==> src/hw/rtl/scrc_pkg.sv <==
package scrc_pkg;

    localparam logic [31:0] CRC_POLY     = 32'hEDB8_8320;
    localparam logic [31:0] SEED_OUTPUT  = 32'hEADA_2D49;
    localparam logic [31:0] SEED_FEATURE = 32'h2060_EFC3;

    localparam logic MODE_OUTPUT  = 1'b0;
    localparam logic MODE_FEATURE = 1'b1;

    localparam int unsigned TRAILER_BYTES = 4;
    localparam int unsigned TRL_CNT_W     = $clog2(TRAILER_BYTES + 1);

    // one accepted input transaction, as seen by the output stage
    typedef struct packed {
        logic       accept;
        logic [7:0] data;
        logic       last;
    } t_item;

    // reflected CRC-32, one byte folded in LSB first
    function automatic logic [31:0] fold_byte(input logic [31:0] crc_in, input logic [7:0] b);
        logic [31:0] c;
        c = crc_in ^ {24'd0, b};
        for (int k = 0; k < 8; k++) begin
            c = c[0] ? ((c >> 1) ^ CRC_POLY) : (c >> 1);
        end
        return c;
    endfunction

endpackage

==> src/hw/rtl/scrc_crc.sv <==
module scrc_crc (
    input  logic        i_clk,
    input  logic        i_rst_n,
    input  logic        i_accept,
    input  logic [7:0]  i_data_byte,
    input  logic        i_mode,
    input  logic        i_last_byte,
    output logic [31:0] o_fin
);
    import scrc_pkg::*;

    logic [31:0] r_crc;
    logic        r_in_frame;
    logic [31:0] crc_start;
    logic [31:0] crc_next;

    // mode only matters on the first byte of a report
    assign crc_start = r_in_frame ? r_crc
                     : ((i_mode == MODE_FEATURE) ? ~SEED_FEATURE : ~SEED_OUTPUT);
    assign crc_next  = fold_byte(crc_start, i_data_byte);
    assign o_fin     = ~crc_next;

    always_ff @(posedge i_clk) begin
        if (!i_rst_n) begin
            r_in_frame <= 1'b0;
        end else if (i_accept) begin
            r_in_frame <= !i_last_byte;
        end
    end

    always_ff @(posedge i_clk) begin
        if (i_accept) begin
            r_crc <= crc_next;
        end
    end

endmodule

==> src/hw/rtl/scrc_emit.sv <==
module scrc_emit (
    input  logic          i_clk,
    input  logic          i_rst_n,
    input  scrc_pkg::t_item i_item,
    input  logic [31:0]   i_fin,
    output logic          o_busy,
    output logic          o_out_valid,
    input  logic          i_out_stall,
    output logic [7:0]    o_out_byte,
    output logic          o_is_trailer,
    output logic          o_frame_end
);
    import scrc_pkg::*;

    logic                 r_valid;
    logic [7:0]           r_byte;
    logic                 r_trailer;
    logic                 r_end;
    logic [31:0]          r_fin;
    logic [TRL_CNT_W-1:0] r_trl_cnt;
    logic                 out_free;
    logic                 trl_pending;

    // result register is empty or is being taken this cycle
    assign out_free    = !r_valid || !i_out_stall;
    assign trl_pending = (r_trl_cnt != '0);
    assign o_busy      = !out_free || trl_pending;

    always_ff @(posedge i_clk) begin
        if (!i_rst_n) begin
            r_valid   <= 1'b0;
            r_trl_cnt <= '0;
        end else if (i_item.accept) begin
            r_valid <= 1'b1;
            if (i_item.last) begin
                r_trl_cnt <= TRL_CNT_W'(TRAILER_BYTES);
            end
        end else if (out_free) begin
            r_valid <= trl_pending;
            if (trl_pending) begin
                r_trl_cnt <= r_trl_cnt - TRL_CNT_W'(1);
            end
        end
    end

    always_ff @(posedge i_clk) begin
        if (i_item.accept) begin
            r_byte    <= i_item.data;
            r_trailer <= 1'b0;
            r_end     <= 1'b0;
            r_fin     <= i_fin;
        end else if (out_free && trl_pending) begin
            r_byte    <= r_fin[7:0];
            r_trailer <= 1'b1;
            r_end     <= (r_trl_cnt == TRL_CNT_W'(1));
            r_fin     <= r_fin >> 8;
        end
    end

    assign o_out_valid  = r_valid;
    assign o_out_byte   = r_byte;
    assign o_is_trailer = r_trailer;
    assign o_frame_end  = r_end;

endmodule

==> src/hw/rtl/seeded_crc32_report_trailer.sv <==
// Streams report payload bytes one per transaction and echoes each one; the byte
// marked last is followed by four CRC trailer bytes (reflected CRC-32, poly
// 0xEDB88320, start value picked by mode on the first byte, result complemented,
// LSB first), the fourth flagged by o_frame_end. Payload bytes pass a single
// result register and flow at one per cycle while i_out_stall is low; the last
// byte of a report holds off input while the trailer drains through that same
// register. Each payload byte is echoed in the cycle after it is accepted.
module seeded_crc32_report_trailer (
    input  logic       i_clk,
    input  logic       i_rst_n,
    input  logic       i_in_valid,
    output logic       o_in_stall,
    input  logic [7:0] i_data_byte,
    input  logic       i_mode,
    input  logic       i_last_byte,
    output logic       o_out_valid,
    input  logic       i_out_stall,
    output logic [7:0] o_out_byte,
    output logic       o_is_trailer,
    output logic       o_frame_end
);
    import scrc_pkg::*;

    t_item       item;
    logic [31:0] fin;
    logic        busy;

    assign o_in_stall  = busy;
    assign item.accept = i_in_valid && !busy;
    assign item.data   = i_data_byte;
    assign item.last   = i_last_byte;

    scrc_crc u_crc (
        .i_clk       (i_clk),
        .i_rst_n     (i_rst_n),
        .i_accept    (item.accept),
        .i_data_byte (i_data_byte),
        .i_mode      (i_mode),
        .i_last_byte (i_last_byte),
        .o_fin       (fin)
    );

    scrc_emit u_emit (
        .i_clk        (i_clk),
        .i_rst_n      (i_rst_n),
        .i_item       (item),
        .i_fin        (fin),
        .o_busy       (busy),
        .o_out_valid  (o_out_valid),
        .i_out_stall  (i_out_stall),
        .o_out_byte   (o_out_byte),
        .o_is_trailer (o_is_trailer),
        .o_frame_end  (o_frame_end)
    );

endmodule

==> config.mk <==
export PLATFORM = sky130hd
export DESIGN_NAME = seeded_crc32_report_trailer
export DESIGN_NICKNAME = d
export VERILOG_FILES = /design/src/hw/rtl/scrc_pkg.sv /design/src/hw/rtl/scrc_crc.sv /design/src/hw/rtl/scrc_emit.sv /design/src/hw/rtl/seeded_crc32_report_trailer.sv
export SDC_FILE = /design/constraint.sdc
export NUM_CORES = 1
export LEC_CHECK = 0
export ABC_CLOCK_PERIOD_IN_PS = 10100
export BUFFER_PORTS_ARGS = -buffer_cell sky130_fd_sc_hd__buf_2
export CAP_MARGIN = 20
export CORE_MARGIN = 4
export CORE_UTILIZATION = 66
export DETAILED_ROUTE_END_ITERATION = 6
export GPL_ROUTABILITY_DRIVEN = 0
export PLACE_DENSITY = 0.89
export SYNTH_ARGS = -nofsm -noshare
export SYNTH_HDL_FRONTEND = slang
export SYNTH_HIERARCHICAL = 1
export SYNTH_SLANG_ARGS = --single-unit
export TNS_END_PERCENT = 10
==> constraint.sdc <==
create_clock -name i_clk -period 10.1 [get_ports i_clk]
set_input_delay 1.01 -clock i_clk [delete_from_list [all_inputs] [get_ports i_clk]]
set_output_delay 1.01 -clock i_clk [all_outputs]
set_load 0.005 [all_outputs]
## After elaboration in Yosys (flattened, before gate mapping)

Cells that the tools add are included.

| storage, ports and cells | value |
|---|---|
| register bits after elaboration | 79 |

| operators by class | value |
|---|---|
| reductions and logical operators | 14 |
| muxes and demuxes | 20 |
| $add $sub $neg | 1 |
| bitwise logic cells | 10 |
| eq/ne operators | 2 |

Operators by type and width:

| kind | number |
|---|---|
| 32-bit two-way mux | 12 |
| 13-bit inverter with 14-bit output | 8 |
| 32-bit inverter | 1 |
| 32-bit by 8-bit bitwise XOR with 32-bit output | 1 |
| 8-bit two-way mux | 2 |
| 3-bit two-way mux | 4 |
| 2-bit nonzero test | 3 |
| 1-bit logical NOT | 5 |
| 3-bit by 1-bit equality test with 1-bit output, second input constant | 1 |
| 3-bit AND reduction | 1 |
| 3-bit nonzero test | 1 |
| 3-bit by 1-bit subtractor with 3-bit output, second input constant | 1 |
| 1-bit logical AND | 2 |
| 1-bit logical OR | 2 |
| 1-bit two-way mux | 2 |
| 2-bit inequality test, second input constant | 1 |

## Depth between registers and ports, before layout

| logic depth | value |
|---|---|
| depth after elaboration | 21 |
| gate-level depth with buffers | 9 |
| gate-level depth less buffers | 8 |

## Cells and area by module

The synthesis kept the hierarchy.

By module, submodules not included:

| module | area an instance (µm²) | sequential area each (µm²) | cells an instance | times used |
|---|---|---|---|---|
| scrc_crc | 2447.3 | 980.9 | 214 | 1 |
| scrc_emit | 1974.4 | 1321.3 | 123 | 1 |
| seeded_crc32_report_trailer | 13.8 | 0.0 | 1 | 1 |

## Worst setup path before layout

Ideal clock, no wire load.

| timing | value |
|---|---|
| kind | input-to-reg |
| start | input i_out_stall |
| end | register u_emit.r_byte[0], in the netlist u_emit/o_out_byte[0] (enable) |
| library setup time | 396 ps |
| stages | 7 |
| data required time | 9704 ps |
| setup slack | 6257 ps |
| arrival | 3447 ps |
| cells stage by stage | nand2_1 -> nand2_1 -> nor2b_4 -> clkbuf_2 -> buf_2 -> clkbuf_1 -> a21o_1 |

RTL lines:

| what | line | source |
|---|---|---|
| start: declaration | seeded_crc32_report_trailer.sv:17 | `input logic i_out_stall,` |
| end signal: assignment | scrc_emit.sv:48 | `r_byte <= i_item.data;` |
| end signal: assignment | scrc_emit.sv:53 | `r_byte <= r_fin[7:0];` |
| end: declaration | scrc_emit.sv:16 | `logic [7:0] r_byte;` |

==> impl_metrics.csv <==
group,metric,value,unit
pwr,power-per-cell-area,376,nW/um2
sta,hold_slack,0.473,ns
critical_path,reg2reg_depth,7,
yosys,synthCells,338,
critical_path,crit_slowest_cell,"a21o_2",
cts,cts_buffers,9,
critical_path,cp.arrival,3.17,ns
drt,wl_per_cell,17.7,um
critical_path,path_class,"flop to flop",
yosys,ys_ff_latch,79,
cts,cts-root-buf,"clkbuf_8",
drt,drc_errors,0,
cells_and_area,mostFrequentLayoutCells,"edfxtp_1 (72), xnor2_1 (59), xor2_1 (41), mux2_2 (32), buf_2 (25)",
yosys,synthFlopType,"edfxtp_1",
die,rows,29,
drt,vias_per_cell,5.57,
yosys,syn-mean-instance-area,13.1,um2
min_path,hold_end,"u_emit/o_is_trailer",
placed_design,port_buffers,25,
yosys,synth_seq_area_share,51.9,%
sta,worst_slew_pin_slew,0.975,ns
min_path,hold_depth,2,
critical_path,critPathTopFamily,"buffers and inverters",
die,ios,26,
yosys,async_reset_ff_share,0,%
yosys,synth_nets,355,
sta,hold_viol,0,
global_route,grt_max_degree,87,
sta,fin_crit,3.20,ns
cells_and_area,fill_cells,423,
cells_and_area,diodes,0,
cells_and_area,stdcell_area,4790,um2
cts,cts_tree,"built",
critical_path,crit_buf_inv,2,
sta,fmax,312,MHz
cts,clk_path_buf_depth,2,
cts,path_clk_slew,0.08,ns
placed_design,postPlaceCellArea,4590,um2
drt,vias,2468,
drt,first_iter_violations,195,
critical_path,r2r_slack,6.90,ns
global_route,grt_pass1_wl,12600,um
cts,htreeDepth,3,
sta,slew_headroom,35.0,%
yosys,synthTopCellsByArea,"edfxtp_1 (49%), xnor2_1 (12%), mux2_2 (8.1%), xor2_1 (8.1%), dfxtp_1 (3.2%)",
cts,holdBufCountCts,0,
yosys,synth-edff-count,72,
yosys,yosysWarnings,6,
global_route,grt_util_all_layers,20.4,%
cells_and_area,drive_above_1_share,24.0,%
min_path,min_path_type,"flop to flop",
critical_path,cp-start-kind,"flop",
pwr,irDropWorstVdd,625,uV
min_path,worstHoldStart,"u_emit/o_is_trailer",
drt,routed_wl,7850,um
cts,clock_latency,0.35,ns
critical_path,crit_fanout,86,
sta,rsz0062_at_grt,"no",
yosys,yosysTopAreaCell,"edfxtp_1",
sta,setup_violations,0,
pwr,p_leak,1.80,nW
die,core,6420,um2
cts,post_cts_resized,0,
yosys,synth_top_area_share,48.7,%
placed_design,place_hpwl,4960,um
die,start_util,69.1,%
yosys,netlist_area,4440,um2
global_route,antenna_found_initial,0,
sta,slew_viol_final,0,
global_route,grt_pass1_vias,2452,
run_status,status,"completed",
sta,period_share,31.7,%
die,die_y,90.0,um
sta,skew,0.0102,ns
cells_and_area,nNetsFinal,378,
critical_path,rr_endpoint,"u_emit/r_fin[13]",
critical_path,r2r-start,"u_emit/r_trl_cnt[0]",
global_route,grt_overflow,0,
cells_and_area,final_common_cell,"edfxtp_1",
die,die_x,90.0,um
drt,ant_nets,0,
sta,tns,0,ns
drt,dr.pass1.iters,4,
yosys,synth_cell_types,37,
die,die-area,8100,um2
critical_path,worstPathCellList,"inv_1, ha_1, nor2b_1, nand2_1, nor2b_4, buf_4, a21o_2",
critical_path,critPathRequiredTime,10.07,ns
critical_path,end_kind,"flop",
cells_and_area,syn2layout_area_growth,7.98,%
job,cap_violations,0,
cts,postCtsSetupRepairBufs,0,
cts,cts.sinks,79,
critical_path,crit_path_max_incr_delay,0.84,ns
[synthesized netlist by cell type (7+ instances only)]
library cell and number:
nor2b_1 8, mux2_2 32, xor2_1 41, xnor2_2 7
and2_1 9, nand2_1 20, xnor2_1 59, dfxtp_1 7
edfxtp_1 72, inv_1 19, a21oi_1 14, buf_2 8
[registers in the layout, summed over array words and instances, names as in the netlist]
| signal | count |
|---|---|
| u_crc/r_crc | 32 |
| u_emit/r_fin | 32 |
| u_emit/o_out_byte | 8 |
| u_emit/r_trl_cnt | 3 |
| u_crc/r_in_frame | 1 |
| u_emit/o_frame_end | 1 |
| u_emit/o_is_trailer | 1 |
| u_emit/o_out_valid | 1 |
[tightest hold or removal path, stage by stage (launching register included)]
cell and delay, ns:
dfxtp_1 0.33, a21oi_1 0.04, nor2_1 0.07
[worst max path at each step]
stage,depth (start not counted),to,startpoint
floorplan,7,u_emit/o_out_byte[0],i_out_stall
global placement,6,u_emit/o_out_byte[1],i_out_stall
detailed placement,6,u_emit/o_out_byte[1],i_out_stall
CTS,7,u_emit/r_fin[13],u_emit/r_trl_cnt[0]
global route,7,u_emit/r_fin[12],u_emit/r_trl_cnt[1]
finish,7,u_emit/r_fin[13],u_emit/r_trl_cnt[0]
[routing by layer]
layer / up-vias / part of all wire (%) / wire [um] / global-route usage [%]
met3: 7 / 4.9 / 387 / 4.26
met4: 0 / 1.4 / 109 / 7.78
met5: - / 0 / 0 / 0
met1: 1210 / 46 / 3600 / 27.8
met2: 61 / 48 / 3760 / 32.4
li1: 1190 / - / - / -
[final cells by class]
type / count / area, um2 / share of cell area (%)
Multi-Input combinational cell: 224 / 1980 / 41.4
Tap cell: 77 / 96.3 / 2.01
Timing Repair Buffer: 27 / 140 / 2.93
Inverter: 20 / 75.1 / 1.57
Clock buffer: 14 / 184 / 3.84
Clock inverter: 2 / 11.3 / 0.235
Sequential cell: 79 / 2300 / 48.1
[stage by stage]
stage	setup WS [ns]	util, %	instances	total power [mW]
global placement	6.60	71.5	427	1.54
detailed placement	6.52	71.5	427	1.57
finish	6.90	74.6	443	1.80
floorplan	6.26	-	338	1.40
CTS	6.90	74.6	443	1.81
global route	6.67	74.6	443	1.92
[kinds of logic (layout without fill, tap and decap cells)]
logic type / after synthesis / in the layout / share of synthesized area, %
AO/OA/AOI/OAI: 26 / 26 / 3.55
adder cells (fa/ha/maj): 3 / 3 / 0.846
AND/OR/NAND/NOR: 49 / 49 / 6.21
multiplexers: 33 / 33 / 8.35
buffers and inverters: 35 / 63 / 3.47
flip-flops: 79 / 79 / 51.9
XOR/XNOR: 113 / 113 / 25.7
[where the power goes]
part | leakage, nW | internal [mW] | switching (mW) | total (mW)
combinational | 0.943 | 0.392 | 0.457 | 0.849
sequential | 0.756 | 0.648 | 0.0767 | 0.725
clock | 0.102 | 0.118 | 0.110 | 0.228
total | 1.80 | 1.16 | 0.644 | 1.80
(Power assumes the default switching activity.)
